### src/design/ctf_pkg.sv
// Package for the calibration table fill block: sizes, controller states and
// the command and status words between controller and datapath.
// Depends on nothing; every other file of the block but ctf_ram uses it.
package ctf_pkg;

   localparam int ENTRIES       = 32;
   localparam int IDX_W         = (ENTRIES > 1) ? $clog2(ENTRIES) : 1;
   localparam int CNT_W         = $clog2(ENTRIES + 1);
   localparam int DATA_W        = 16;
   localparam int INDEX_FIELD_W = 5;
   localparam int WORD_W        = 2 * DATA_W + 1;
   localparam int PROD_W        = DATA_W + IDX_W;
   localparam int NUM_W         = PROD_W + 2;
   localparam int DEN_W         = IDX_W + 1;
   localparam int STEP_W        = $clog2(NUM_W + 1);
   localparam int OFS_W         = DATA_W + 2;

   typedef enum logic [2:0] {
      ST_IDLE,
      ST_FIND,
      ST_FIND_CHECK,
      ST_ENTRY_READ,
      ST_ENTRY_CHECK,
      ST_DIV_START,
      ST_DIV_WAIT
   } ctf_state_type;

   typedef struct packed {
      logic load;
      logic begin_fill;
      logic scan_read;
      logic scan_step;
      logic set_none;
      logic entry_read;
      logic emit_pass;
      logic emit_offset;
      logic mul;
      logic div_start;
      logic emit_interp;
   } ctf_cmd_type;

   typedef struct packed {
      logic scan_end;
      logic mark;
      logic both;
      logic last_entry;
      logic div_done;
   } ctf_status_type;

   // Low bits of a table position as carried on the result index field.
   function automatic logic [INDEX_FIELD_W-1:0] index_field(input logic [IDX_W-1:0] idx);
      logic [IDX_W+INDEX_FIELD_W-1:0] wide;
      wide = {{INDEX_FIELD_W{1'b0}}, idx};
      return wide[INDEX_FIELD_W-1:0];
   endfunction

endpackage

### src/design/calibration_table_fill.sv
// Calibration table fill: loads table entries one word at a time and, after
// the last one, emits the filled table in index order.
// Load side: a word (value, user-set mark, default, last flag) is taken at a
// rising edge with start high and busy low; one word is taken per cycle.
// Words beyond the table depth are dropped, but a last flag still starts the
// fill. The word carrying the last flag raises busy until the whole table has
// been emitted.
// Result side: each result word is shown for exactly one cycle with rsp_strobe
// high; the receiver cannot stall, so nothing is ever held back. The final
// word carries rsp_last_result, and busy falls in that same cycle.
// Fill sequence, per entry: an unset entry with at most one user-set neighbour
// is read and then emitted; a user-set entry is read and emitted, and unless it
// is the final entry the search for the next user-set neighbour then reads and
// checks each entry scanned and notes when none is left. The fill opens with
// the same search. An interpolated entry is read, its products are formed, and
// the bit-serial divider is started and waited on. The single read port of the
// entry store serialises the search and the entry reads.
// Reset (synchronous) empties the load count and abandons any fill; store
// contents are not cleared and need no clearing pass.
module calibration_table_fill (
   input  logic                                 clock,
   input  logic                                 reset,
   input  logic                                 start,
   output logic                                 busy,
   input  logic [ctf_pkg::DATA_W-1:0]           req_entry_value,
   input  logic                                 req_user_set,
   input  logic [ctf_pkg::DATA_W-1:0]           req_default_value,
   input  logic                                 req_last_loaded,
   output logic                                 rsp_strobe,
   output logic [ctf_pkg::INDEX_FIELD_W-1:0]    rsp_entry_index,
   output logic [ctf_pkg::DATA_W-1:0]           rsp_filled_value,
   output logic                                 rsp_clamped,
   output logic                                 rsp_last_result
);

   ctf_pkg::ctf_cmd_type    cmd;
   ctf_pkg::ctf_status_type status;
   logic                    ctrl_busy;

   ctf_ctrl u_ctrl (
      .clock           (clock),
      .reset           (reset),
      .start           (start),
      .req_last_loaded (req_last_loaded),
      .status          (status),
      .cmd             (cmd),
      .busy            (ctrl_busy)
   );

   ctf_datapath u_datapath (
      .clock             (clock),
      .reset             (reset),
      .cmd               (cmd),
      .status            (status),
      .req_entry_value   (req_entry_value),
      .req_user_set      (req_user_set),
      .req_default_value (req_default_value),
      .rsp_strobe        (rsp_strobe),
      .rsp_entry_index   (rsp_entry_index),
      .rsp_filled_value  (rsp_filled_value),
      .rsp_clamped       (rsp_clamped),
      .rsp_last_result   (rsp_last_result)
   );

   assign busy = ctrl_busy;

`ifndef SYNTHESIS
   // Results only come out of a fill that was running in the cycle before.
   a_strobe_in_fill: assert property (@(posedge clock) disable iff (reset)
      rsp_strobe |-> $past(busy))
      else $error("result word outside a fill");

   // A result that is not the final one leaves the fill running.
   a_fill_continues: assert property (@(posedge clock) disable iff (reset)
      (rsp_strobe && !rsp_last_result) |-> busy)
      else $error("fill ended before its final word");

   // A fill ends only together with its final result word.
   a_fill_ends_on_last: assert property (@(posedge clock) disable iff (reset)
      ($fell(busy) && !$past(reset)) |-> (rsp_strobe && rsp_last_result))
      else $error("fill ended without a final word");
`endif

endmodule

### src/design/ctf_ram.sv
// Generic single-port-write, single-port-read RAM with a registered read.
// Depends on nothing.
module ctf_ram #(
   parameter int WIDTH = 8,
   parameter int DEPTH = 16
) (
   input  logic                             clock,
   input  logic                             wr_en,
   input  logic [$clog2(DEPTH)-1:0]         wr_addr,
   input  logic [WIDTH-1:0]                 wr_data,
   input  logic                             rd_en,
   input  logic [$clog2(DEPTH)-1:0]         rd_addr,
   output logic [WIDTH-1:0]                 rd_data
);

   logic [WIDTH-1:0] mem_ff [DEPTH];
   logic [WIDTH-1:0] rd_data_ff;

   always_ff @(posedge clock) begin
      if (wr_en) begin
         mem_ff[wr_addr] <= wr_data;
      end
      if (rd_en) begin
         rd_data_ff <= mem_ff[rd_addr];
      end
   end

   assign rd_data = rd_data_ff;

endmodule

### src/design/ctf_div.sv
// Restoring divider, one quotient bit per cycle, for the interpolation step.
// Depends on ctf_pkg.
module ctf_div (
   input  logic                         clock,
   input  logic                         reset,
   input  logic                         start,
   input  logic [ctf_pkg::NUM_W-1:0]    num,
   input  logic [ctf_pkg::DEN_W-1:0]    dvs,
   output logic                         done,
   output logic [ctf_pkg::NUM_W-1:0]    quot
);

   logic                          run_ff, run_in;
   logic                          done_ff, done_in;
   logic [ctf_pkg::STEP_W-1:0]    step_ff, step_in;
   logic [ctf_pkg::DEN_W-1:0]     rem_ff, rem_in;
   logic [ctf_pkg::NUM_W-1:0]     quo_ff, quo_in;
   logic [ctf_pkg::DEN_W-1:0]     dvs_ff, dvs_in;
   logic [ctf_pkg::DEN_W:0]       rem_sh;
   logic [ctf_pkg::DEN_W:0]       diff;
   logic                          ge;

   always_comb begin
      run_in  = run_ff;
      done_in = 1'b0;
      step_in = step_ff;
      rem_in  = rem_ff;
      quo_in  = quo_ff;
      dvs_in  = dvs_ff;
      rem_sh  = {rem_ff, quo_ff[ctf_pkg::NUM_W-1]};
      diff    = rem_sh - {1'b0, dvs_ff};
      ge      = (rem_sh >= {1'b0, dvs_ff});
      if (start) begin
         run_in  = 1'b1;
         step_in = ctf_pkg::STEP_W'(ctf_pkg::NUM_W);
         rem_in  = '0;
         quo_in  = num;
         dvs_in  = dvs;
      end else if (run_ff) begin
         rem_in  = ge ? diff[ctf_pkg::DEN_W-1:0] : rem_sh[ctf_pkg::DEN_W-1:0];
         quo_in  = {quo_ff[ctf_pkg::NUM_W-2:0], ge};
         step_in = step_ff - 1'b1;
         if (step_ff == ctf_pkg::STEP_W'(1)) begin
            run_in  = 1'b0;
            done_in = 1'b1;
         end
      end
   end

   always_ff @(posedge clock) begin
      if (reset) begin
         run_ff  <= 1'b0;
         done_ff <= 1'b0;
         step_ff <= '0;
      end else begin
         run_ff  <= run_in;
         done_ff <= done_in;
         step_ff <= step_in;
      end
      rem_ff <= rem_in;
      quo_ff <= quo_in;
      dvs_ff <= dvs_in;
   end

   assign done = done_ff;
   assign quot = quo_ff;

endmodule

### src/design/ctf_datapath.sv
// Datapath of the calibration table fill: entry store, neighbour registers,
// products, divider and result registers. Depends on ctf_pkg, ctf_ram, ctf_div.
module ctf_datapath (
   input  logic                                 clock,
   input  logic                                 reset,
   input  ctf_pkg::ctf_cmd_type                 cmd,
   output ctf_pkg::ctf_status_type              status,
   input  logic [ctf_pkg::DATA_W-1:0]           req_entry_value,
   input  logic                                 req_user_set,
   input  logic [ctf_pkg::DATA_W-1:0]           req_default_value,
   output logic                                 rsp_strobe,
   output logic [ctf_pkg::INDEX_FIELD_W-1:0]    rsp_entry_index,
   output logic [ctf_pkg::DATA_W-1:0]           rsp_filled_value,
   output logic                                 rsp_clamped,
   output logic                                 rsp_last_result
);

   localparam int DW = ctf_pkg::DATA_W;
   localparam int IW = ctf_pkg::IDX_W;
   localparam int CW = ctf_pkg::CNT_W;
   localparam int PW = ctf_pkg::PROD_W;
   localparam int OW = ctf_pkg::OFS_W;

   logic [CW-1:0] load_count_ff, load_count_in;
   logic [CW-1:0] fill_count_ff, fill_count_in;
   logic [CW-1:0] scan_ff, scan_in;
   logic [IW-1:0] pos_ff, pos_in;
   logic          p_valid_ff, p_valid_in;
   logic [IW-1:0] p_idx_ff, p_idx_in;
   logic [DW-1:0] p_value_ff, p_value_in;
   logic [DW-1:0] p_default_ff, p_default_in;
   logic          n_valid_ff, n_valid_in;
   logic [IW-1:0] n_idx_ff, n_idx_in;
   logic [DW-1:0] n_value_ff, n_value_in;
   logic [DW-1:0] n_default_ff, n_default_in;
   logic [PW-1:0] prod_a_ff, prod_a_in;
   logic [PW-1:0] prod_b_ff, prod_b_in;

   logic                              strobe_ff, strobe_in;
   logic [ctf_pkg::INDEX_FIELD_W-1:0] index_ff, index_in;
   logic [DW-1:0]                     value_ff, value_in;
   logic                              clamped_ff, clamped_in;
   logic                              last_ff, last_in;

   logic                          full;
   logic [CW-1:0]                 count_next;
   logic                          wr_en;
   logic                          rd_en;
   logic [IW-1:0]                 rd_addr;
   logic [ctf_pkg::WORD_W-1:0]    wr_word;
   logic [ctf_pkg::WORD_W-1:0]    rd_word;
   logic                          rd_mark;
   logic [DW-1:0]                 rd_value;
   logic [DW-1:0]                 rd_default;
   logic [IW-1:0]                 den;
   logic [PW:0]                   prod_sum;
   logic [ctf_pkg::NUM_W-1:0]     div_num;
   logic [ctf_pkg::DEN_W-1:0]     div_dvs;
   logic                          div_done;
   logic [ctf_pkg::NUM_W-1:0]     div_quot;
   logic [DW-1:0]                 nb_value;
   logic [DW-1:0]                 nb_default;
   logic [OW-1:0]                 offset_sum;

   assign full       = (load_count_ff >= CW'(ctf_pkg::ENTRIES));
   assign count_next = full ? load_count_ff : load_count_ff + 1'b1;
   assign wr_en      = cmd.load && !full;
   assign wr_word    = {req_user_set, req_entry_value, req_default_value};
   assign rd_en      = cmd.scan_read || cmd.entry_read;
   assign rd_addr    = cmd.scan_read ? scan_ff[IW-1:0] : pos_ff;

   ctf_ram #(
      .WIDTH(ctf_pkg::WORD_W),
      .DEPTH(ctf_pkg::ENTRIES)
   ) u_store (
      .clock   (clock),
      .wr_en   (wr_en),
      .wr_addr (load_count_ff[IW-1:0]),
      .wr_data (wr_word),
      .rd_en   (rd_en),
      .rd_addr (rd_addr),
      .rd_data (rd_word)
   );

   assign rd_mark    = rd_word[ctf_pkg::WORD_W-1];
   assign rd_value   = rd_word[2*DW-1:DW];
   assign rd_default = rd_word[DW-1:0];

   // Numerator 2T + den and divisor 2*den give the half-away rounding.
   assign den      = n_idx_ff - p_idx_ff;
   assign prod_sum = {1'b0, prod_a_ff} + {1'b0, prod_b_ff};
   assign div_num  = ctf_pkg::NUM_W'({prod_sum, 1'b0}) + ctf_pkg::NUM_W'(den);
   assign div_dvs  = {den, 1'b0};

   ctf_div u_div (
      .clock (clock),
      .reset (reset),
      .start (cmd.div_start),
      .num   (div_num),
      .dvs   (div_dvs),
      .done  (div_done),
      .quot  (div_quot)
   );

   // With a neighbour on one side only, its offset from default is copied.
   assign nb_value   = p_valid_ff ? p_value_ff : n_value_ff;
   assign nb_default = p_valid_ff ? p_default_ff : n_default_ff;
   assign offset_sum = {2'b00, rd_default} - {2'b00, nb_default} + {2'b00, nb_value};

   always_comb begin
      load_count_in = load_count_ff;
      fill_count_in = fill_count_ff;
      scan_in       = scan_ff;
      pos_in        = pos_ff;
      p_valid_in    = p_valid_ff;
      p_idx_in      = p_idx_ff;
      p_value_in    = p_value_ff;
      p_default_in  = p_default_ff;
      n_valid_in    = n_valid_ff;
      n_idx_in      = n_idx_ff;
      n_value_in    = n_value_ff;
      n_default_in  = n_default_ff;
      prod_a_in     = prod_a_ff;
      prod_b_in     = prod_b_ff;
      strobe_in     = 1'b0;
      index_in      = index_ff;
      value_in      = value_ff;
      clamped_in    = clamped_ff;
      last_in       = last_ff;

      if (cmd.load) begin
         load_count_in = cmd.begin_fill ? '0 : count_next;
      end
      if (cmd.begin_fill) begin
         fill_count_in = count_next;
         scan_in       = '0;
         pos_in        = '0;
         p_valid_in    = 1'b0;
         n_valid_in    = 1'b0;
      end
      if (cmd.scan_step) begin
         scan_in = scan_ff + 1'b1;
         if (rd_mark) begin
            n_valid_in   = 1'b1;
            n_idx_in     = scan_ff[IW-1:0];
            n_value_in   = rd_value;
            n_default_in = rd_default;
         end
      end
      if (cmd.set_none) begin
         n_valid_in = 1'b0;
      end
      if (cmd.mul) begin
         prod_a_in = PW'(p_value_ff) * PW'(n_idx_ff - pos_ff);
         prod_b_in = PW'(n_value_ff) * PW'(pos_ff - p_idx_ff);
      end
      if (cmd.emit_pass || cmd.emit_offset || cmd.emit_interp) begin
         strobe_in  = 1'b1;
         index_in   = ctf_pkg::index_field(pos_ff);
         last_in    = status.last_entry;
         clamped_in = 1'b0;
         pos_in     = pos_ff + 1'b1;
      end
      if (cmd.emit_pass) begin
         value_in     = rd_value;
         p_valid_in   = 1'b1;
         p_idx_in     = pos_ff;
         p_value_in   = rd_value;
         p_default_in = rd_default;
      end
      if (cmd.emit_offset) begin
         if (!p_valid_ff && !n_valid_ff) begin
            value_in = rd_default;
         end else if (offset_sum[OW-1]) begin
            value_in   = '0;
            clamped_in = 1'b1;
         end else if (offset_sum[OW-2]) begin
            value_in   = '1;
            clamped_in = 1'b1;
         end else begin
            value_in = offset_sum[DW-1:0];
         end
      end
      if (cmd.emit_interp) begin
         value_in = div_quot[DW-1:0];
      end
   end

   always_ff @(posedge clock) begin
      if (reset) begin
         load_count_ff <= '0;
         fill_count_ff <= '0;
         scan_ff       <= '0;
         pos_ff        <= '0;
         p_valid_ff    <= 1'b0;
         n_valid_ff    <= 1'b0;
         strobe_ff     <= 1'b0;
      end else begin
         load_count_ff <= load_count_in;
         fill_count_ff <= fill_count_in;
         scan_ff       <= scan_in;
         pos_ff        <= pos_in;
         p_valid_ff    <= p_valid_in;
         n_valid_ff    <= n_valid_in;
         strobe_ff     <= strobe_in;
      end
      p_idx_ff     <= p_idx_in;
      p_value_ff   <= p_value_in;
      p_default_ff <= p_default_in;
      n_idx_ff     <= n_idx_in;
      n_value_ff   <= n_value_in;
      n_default_ff <= n_default_in;
      prod_a_ff    <= prod_a_in;
      prod_b_ff    <= prod_b_in;
      index_ff     <= index_in;
      value_ff     <= value_in;
      clamped_ff   <= clamped_in;
      last_ff      <= last_in;
   end

   assign status.scan_end   = (scan_ff == fill_count_ff);
   assign status.mark       = rd_mark;
   assign status.both       = p_valid_ff && n_valid_ff;
   assign status.last_entry = (CW'(pos_ff) == fill_count_ff - 1'b1);
   assign status.div_done   = div_done;

   assign rsp_strobe       = strobe_ff;
   assign rsp_entry_index  = index_ff;
   assign rsp_filled_value = value_ff;
   assign rsp_clamped      = clamped_ff;
   assign rsp_last_result  = last_ff;

endmodule

### src/design/ctf_ctrl.sv
// Controller of the calibration table fill: sequences loading, the neighbour
// search, the per-entry fill and the divider. Depends on ctf_pkg.
module ctf_ctrl (
   input  logic                     clock,
   input  logic                     reset,
   input  logic                     start,
   input  logic                     req_last_loaded,
   input  ctf_pkg::ctf_status_type  status,
   output ctf_pkg::ctf_cmd_type     cmd,
   output logic                     busy
);

   ctf_pkg::ctf_state_type state_ff, state_in;

   always_ff @(posedge clock) begin
      if (reset) begin
         state_ff <= ctf_pkg::ST_IDLE;
      end else begin
         state_ff <= state_in;
      end
   end

   always_comb begin
      state_in = state_ff;
      cmd      = '0;
      case (state_ff)
         ctf_pkg::ST_IDLE: begin
            if (start) begin
               cmd.load = 1'b1;
               if (req_last_loaded) begin
                  cmd.begin_fill = 1'b1;
                  state_in       = ctf_pkg::ST_FIND;
               end
            end
         end
         ctf_pkg::ST_FIND: begin
            if (status.scan_end) begin
               cmd.set_none = 1'b1;
               state_in     = ctf_pkg::ST_ENTRY_READ;
            end else begin
               cmd.scan_read = 1'b1;
               state_in      = ctf_pkg::ST_FIND_CHECK;
            end
         end
         ctf_pkg::ST_FIND_CHECK: begin
            cmd.scan_step = 1'b1;
            state_in      = status.mark ? ctf_pkg::ST_ENTRY_READ : ctf_pkg::ST_FIND;
         end
         ctf_pkg::ST_ENTRY_READ: begin
            cmd.entry_read = 1'b1;
            state_in       = ctf_pkg::ST_ENTRY_CHECK;
         end
         ctf_pkg::ST_ENTRY_CHECK: begin
            if (status.mark) begin
               // A user-set entry becomes the lower neighbour; search for the next one.
               cmd.emit_pass = 1'b1;
               state_in      = status.last_entry ? ctf_pkg::ST_IDLE : ctf_pkg::ST_FIND;
            end else if (status.both) begin
               cmd.mul  = 1'b1;
               state_in = ctf_pkg::ST_DIV_START;
            end else begin
               cmd.emit_offset = 1'b1;
               state_in = status.last_entry ? ctf_pkg::ST_IDLE : ctf_pkg::ST_ENTRY_READ;
            end
         end
         ctf_pkg::ST_DIV_START: begin
            cmd.div_start = 1'b1;
            state_in      = ctf_pkg::ST_DIV_WAIT;
         end
         ctf_pkg::ST_DIV_WAIT: begin
            if (status.div_done) begin
               cmd.emit_interp = 1'b1;
               state_in = status.last_entry ? ctf_pkg::ST_IDLE : ctf_pkg::ST_ENTRY_READ;
            end
         end
         default: begin
            state_in = ctf_pkg::ST_IDLE;
         end
      endcase
   end

   assign busy = (state_ff != ctf_pkg::ST_IDLE);

endmodule
### config.mk
export PLATFORM = sky130hd
export DESIGN_NAME = calibration_table_fill
export DESIGN_NICKNAME = d
export VERILOG_FILES = /design/src/design/ctf_pkg.sv /design/src/design/calibration_table_fill.sv /design/src/design/ctf_ram.sv /design/src/design/ctf_div.sv /design/src/design/ctf_datapath.sv /design/src/design/ctf_ctrl.sv
export SDC_FILE = /design/constraint.sdc
export NUM_CORES = 2
export LEC_CHECK = 0
export BUFFER_PORTS_ARGS = -buffer_cell sky130_fd_sc_hd__buf_2
export CAP_MARGIN = 20
export CORE_UTILIZATION = 64
export CTS_CLUSTER_DIAMETER = 150
export DETAILED_ROUTE_END_ITERATION = 8
export PLACE_DENSITY = 0.81
export REMOVE_ABC_BUFFERS = 1
export SKIP_LAST_GASP = 1
export SLEW_MARGIN = 40
export SYNTH_ARGS = -nofsm -noshare
export SYNTH_HDL_FRONTEND = slang
export SYNTH_HIERARCHICAL = 1
export SYNTH_SLANG_ARGS = --single-unit
### constraint.sdc
create_clock -name clock -period 8.29 [get_ports clock]
set_clock_uncertainty 0.05 [all_clocks]
set_input_delay 1.658 -clock clock [delete_from_list [all_inputs] [get_ports clock]]
set_output_delay 1.658 -clock clock [all_outputs]
set_load 0.02 [all_outputs]
# Word level (Yosys, flattened, before mapping)
# Memories as Yosys holds them, arrays and structs flattened. A register that Yosys moved wholly into a read port is not among the register bits.
# Cells that the tools add are included.
# classes
n_reduce_logical	21
n_addsub	13
order_cmp	2
n_eq_ne	12
bitwise	1
muxes	64
n_mul	2
# ops
operator	count
two-way mux 16 bit	8
two-way mux 23 bit	2
multiplier 16 x 21 -> 21 bit	2
two-way mux 1 bit	32
two-way mux 6 bit	5
two-way mux 5 bit	5
adder 23 x 5 -> 23 bit	1
adder 21 x 21 -> 22 bit	1
case mux 3 bit (7 select lines)	1
adder 18 x 16 -> 18 bit	1
two-way mux 3 bit	6
subtractor 16 x 16 -> 17 bit	1
adder 6 x 1 -> 6 bit, second input constant	2
subtractor 5 x 5 -> 6 bit	2
two-way mux 2 bit	5
== test 3 bit, second input constant	3
nonzero test 2 bit	4
greater-or-equal comparator 7 x 6 -> 1 bit	1
== test 3 x 2 -> 1 bit, second input constant	2
== test 5 x 6 -> 1 bit	1
== test 6 bit	1
greater-or-equal comparator 6 bit, second input constant	1
nonzero test 3 bit	2
subtractor 6 x 1 -> 6 bit, second input constant	1
17 further kinds	25
# totals
regBits	209
ramBits	1056
mem_count	1
out_inout_bits	25
# memory_table
memory	depth	width	rd	rd_ports_with_merged_regs	wr	line_no	text
u_datapath.u_store.mem_ff	32	33	1	1	1	ctf_ram.sv:16	logic [WIDTH-1:0] mem_ff [DEPTH];

# Longest topological paths before layout
# depth
depth_word	11
depth_mapped	28

# Cells and area by module
# Netlist, hierarchy kept.
# modules_own_cells
mod	instances	area_each_um2	cells_each	seq_area_each_um2
ctf_ram	1	42144.2	2332	32701.4
ctf_datapath	1	15768.9	1571	4684.5
ctf_div	1	2040.7	165	1131.1
ctf_ctrl	1	339.1	44	60.1

# Worst setup path after synthesis
# Ideal clock, no wire load.
# synth_path
kind	register -> register
from	register u_datapath.pos_ff[1]
to	register u_datapath.prod_a_ff[19], data pin
slack_ns	1.933
t_arrival_ns	6.049
required_ns	7.982
setup_time_ns	0.258
path_stages_with_launch	26
path_cell_list	dfxtp_1 > inv_1 > ha_1 > nor2b_1 > o21ai_0 > nand2b_1 > a21o_1 > a21o_1 > or2_2 > fa_1 > fa_1 > inv_1 > fa_1 > inv_1 > fa_1 > inv_1 > ha_1 > a21o_1 > a21o_1 > a21oi_1 > o21ai_0 > a41o_1 > o41ai_2 > o2111ai_1 > a21oi_1 > xnor2_1
# synth_via
elab_chain_cells	2
# synth_lines
item	line_no	text
start, declared	ctf_datapath.sv:27	logic [IW-1:0] pos_ff, pos_in;
start signal, assigned	ctf_datapath.sv:202	pos_ff <= pos_in;
subtractor 5 x 5 -> 6 bit	ctf_datapath.sv:154	prod_a_in = PW'(p_value_ff) * PW'(n_idx_ff - pos_ff);
multiplier 16 x 21 -> 21 bit	ctf_datapath.sv:154	
end signal, assigned	ctf_datapath.sv:213	prod_a_ff <= prod_a_in;
end, declared	ctf_datapath.sv:36	logic [PW-1:0] prod_a_ff, prod_a_in;
# No other way between the ends.
# A chain may end at the register's enable or synchronous reset.

# Final worst setup path
# Ends and elaborated chain as after synthesis.

==> flow_metrics.tcl <==
set metrics [dict create \
    ys_ff_latch 1299 \
    synth_compound_area_share_pct 6.697 \
    async_reset_ff_share_pct 0 \
    drt_iter0_markers 4057 \
    rrSetupSlack_ns 1.10 \
    track_usage_pct 30.89 \
    synthAdderAreaFrac_pct 7.641 \
    synth_top_family_by_area "multiplexers" \
    rr_worst_depth 25 \
    layout-drive-gt1-share_pct 10.84 \
    routed_wl_mm 146.8 \
    synth-simple-area-share_pct 6.989 \
    io_pins 62 \
    gp_congestion 0.9054 \
    grt_max_degree 117 \
    grt_pass1_wl_mm 216.3 \
    final_cell_mix "edfxtp_1, mux2i_1, nand2_1" \
    vdd_drop_max_mv 0.2078 \
    synth-xor-area-share_pct 1.880 \
    crit_path_end_kind "flip-flop" \
    final_nets 4518 \
    final_core_util_pct 71.05 \
    synthMuxAreaShare_pct 10.00 \
    synth_edf_count 1256 \
    maxSlewViolCount 0 \
    cts_tree "done" \
    slowest_delay_ns 0.57 \
    syn-cell-area_um2 60290 \
    powerDensity_nw_per_um2 211.2 \
    yosys.cell_types.count 92 \
    drc 0 \
    clock_latency_ns 0.75 \
    holdPathStages 2 \
    worst_pin_slew_ns 0.9391 \
    slew_headroom_pct 37.40 \
    clockBufferDepth 3 \
    cp_num_buf_inv 4 \
    die_w_um 308.9 \
    fp.dieH_um 308.9 \
    seq_area_um2 38580 \
    layout_commonest_cell "edfxtp_1" \
    finalHoldViolations 0 \
    postCtsSetupBuffers 0 \
    cts.sinks 1299 \
    path_depth 25 \
    ys.flop_type "edfxtp_1" \
    area_growth_syn_to_layout_pct 9.986 \
    total_power_mw 14.00 \
    cp_max_fo 17 \
    syn_area_per_cell_um2 14.66 \
    multiInputGateArea_um2 20360 \
    seq_area_frac_synth_pct 63.98 \
    htreeDepth 3 \
    cts_resized 0 \
    cellLeakagePower_nw 22.04 \
    min_period_ns 7.187 \
    dpl.hpwl_mm 82.21 \
    drtAntennaViolNets 0 \
    die_area_um2 95440 \
    finalSetupViolCount 0 \
    grt_pass1_vias 35169 \
    cts-root-buf "clkbuf_16" \
    routed_via_density 6.434 \
    max_freq_mhz 139.1 \
    critPathKind "reg2reg" \
    critPathTopFamily "adder cells" \
    crit_arrival_ns 7.58 \
    port_buffers 61 \
    cts_made_buffers 121 \
    critPathLaunchType "flip-flop" \
    status "finished clean" \
    wl_per_cell_um 26.46 \
    clk_pin_slew_worst_paths_ns 0.06 \
    num_rows 112 \
    core_area_um2 93330 \
    rsz0062_at_grt "no" \
    overflow 0 \
    holdBufCountCts 0 \
    holdCritPathClass "reg2reg" \
    synthCells 4112 \
    crit_required_ns 8.68 \
    start_util_pct 64.60 \
    antenna_found_initial 6 \
    fill_cells 5897 \
    max_cap_violations 0 \
    dr.pass1.iters 6 \
    yosys_warnings 6 \
    min_period_over_period_pct 86.70 \
    route.vias.total 35692 \
    worst_path_max_delay_cell "dfxtp_1" \
]
==> sequential cells by signal (all words and copies together) (netlist names), 3 cells and up <==
name and flops:
u_datapath/p_idx_ff 5, u_datapath/fill_count_ff 6, u_datapath/rsp_filled_value 16, u_datapath/p_default_ff 16
u_datapath/load_count_ff 6, u_datapath/pos_ff 5, u_datapath/u_div/rem_ff 6, u_datapath/n_idx_ff 5
u_datapath/u_store/rd_data 33, u_datapath/n_value_ff 16, u_datapath/p_value_ff 16, u_datapath/rsp_entry_index 5
u_datapath/prod_b_ff 21, u_datapath/prod_a_ff 21, u_ctrl/state_ff 3, u_datapath/u_div/quot 23
u_datapath/u_div/dvs_ff 6, u_datapath/scan_ff 6, u_datapath/u_div/step_ff 5, u_datapath/u_store/mem_ff 1056
u_datapath/n_default_ff 16
==> cell type report <==
type | count | share of cell area, %
Antenna cell | 2 | 0.007547
Clock buffer | 141 | 4.709
Clock inverter | 87 | 1.492
Inverter | 161 | 0.9113
Multi-Input combinational cell | 2467 | 30.70
Sequential cell | 1299 | 58.18
Tap cell | 1254 | 2.366
Timing Repair Buffer | 136 | 1.638
==> synth_stat cells, types with 5 or more instances <==
cell	count	area, um^2
edfxtp_1	1256	37720
mux2i_1	555	5555
nand2_1	205	769.5
a21oi_1	185	925.9
nor2_1	183	686.9
ha_1	173	2165
inv_1	160	600.6
nand3_1	130	650.6
fa_1	122	2442
a22oi_1	100	750.7
and2_1	94	588.1
xnor2_1	88	770.7
clkbuf_1	76	285.3
a22o_1	66	578.1
nor3_1	61	305.3
a31oi_1	59	369.1
o21ai_0	59	295.3
nor2b_1	50	312.8
dfxtp_1	43	860.8
mux2_2	41	461.7
buf_2	37	185.2
xor2_1	34	297.8
nand2b_1	30	187.7
buf_6	27	304.0
a21o_1	26	195.2
buf_4	23	172.7
a211oi_1	17	127.6
o22ai_1	16	100.1
buf_1	15	56.30
or3_1	14	87.58
and3_1	9	56.30
nand3b_1	9	67.56
o21a_1	8	60.06
o21bai_1	8	60.06
or2_2	8	50.05
nor3b_1	7	52.55
o211ai_1	7	52.55
o21ai_1	7	35.03
a21boi_0	5	37.54
nor4_1	5	31.28
==> power breakdown <==
group / switching (mW) / internal (mW) / total (mW) / leakage, nW
combinational: 0.583 / 0.370 / 0.953 / 8.37
sequential: 0.0597 / 7.29 / 7.35 / 11.7
clock: 2.46 / 3.24 / 5.70 / 2.00
==> kinds of logic after synthesis <==
group | Yosys count
buffers and inverters | 346
AOI/OAI and AO/OA | 608
DFF | 1299
adders and majority gates | 295
other | 1
and+or+nand+nor | 840
xor gates and xnor gates | 126
muxes | 597
==> worst min-delay path, cell delays in order, from the launching register on <==
cell	delay, ns
dfxtp_1	0.31
nor2_1	0.08
a211oi_1	0.05
==> path summary, 6_finish.rpt <==
kind / startpoint / end
hold / removal: u_datapath/u_div/rem_ff[5] / u_datapath/u_div/rem_ff[5]
hold reg to reg: u_datapath/u_div/rem_ff[5] / u_datapath/u_div/rem_ff[5]
setup reg to reg: u_datapath/pos_ff[1] / u_datapath/prod_a_ff[19]
setup / recovery: u_datapath/pos_ff[1] / u_datapath/prod_a_ff[19]
==> metal layers <==
metal | GRT usage [%] | share of wire, % | routed length, um | vias up
li1 | - | - | - | 15641
met1 | 39.79 | 37 | 54160 | 17778
met2 | 51.48 | 49 | 71690 | 1836
met3 | 4.823 | 8.9 | 13060 | 433
met4 | 15.22 | 5.3 | 7838 | 4
met5 | 0 | 0.016 | 23 | -
==> metrics by stage <==
step	std cells	hold WS [ns]	worst slack (ns)	TNS [ns]	area [um^2]
global route	5547	0.4658	0.6185	0	66310
finish	5547	0.4438	1.103	0	66310
global placement	5307	0.4231	1.212	0	61970
detailed placement	5313	0.4391	1.097	0	62110
CTS	5541	0.4495	1.073	0	66220
floorplan	3927	0.3959	-49.27	-1625.85	59210
Power figures use the tool's default switching activity.
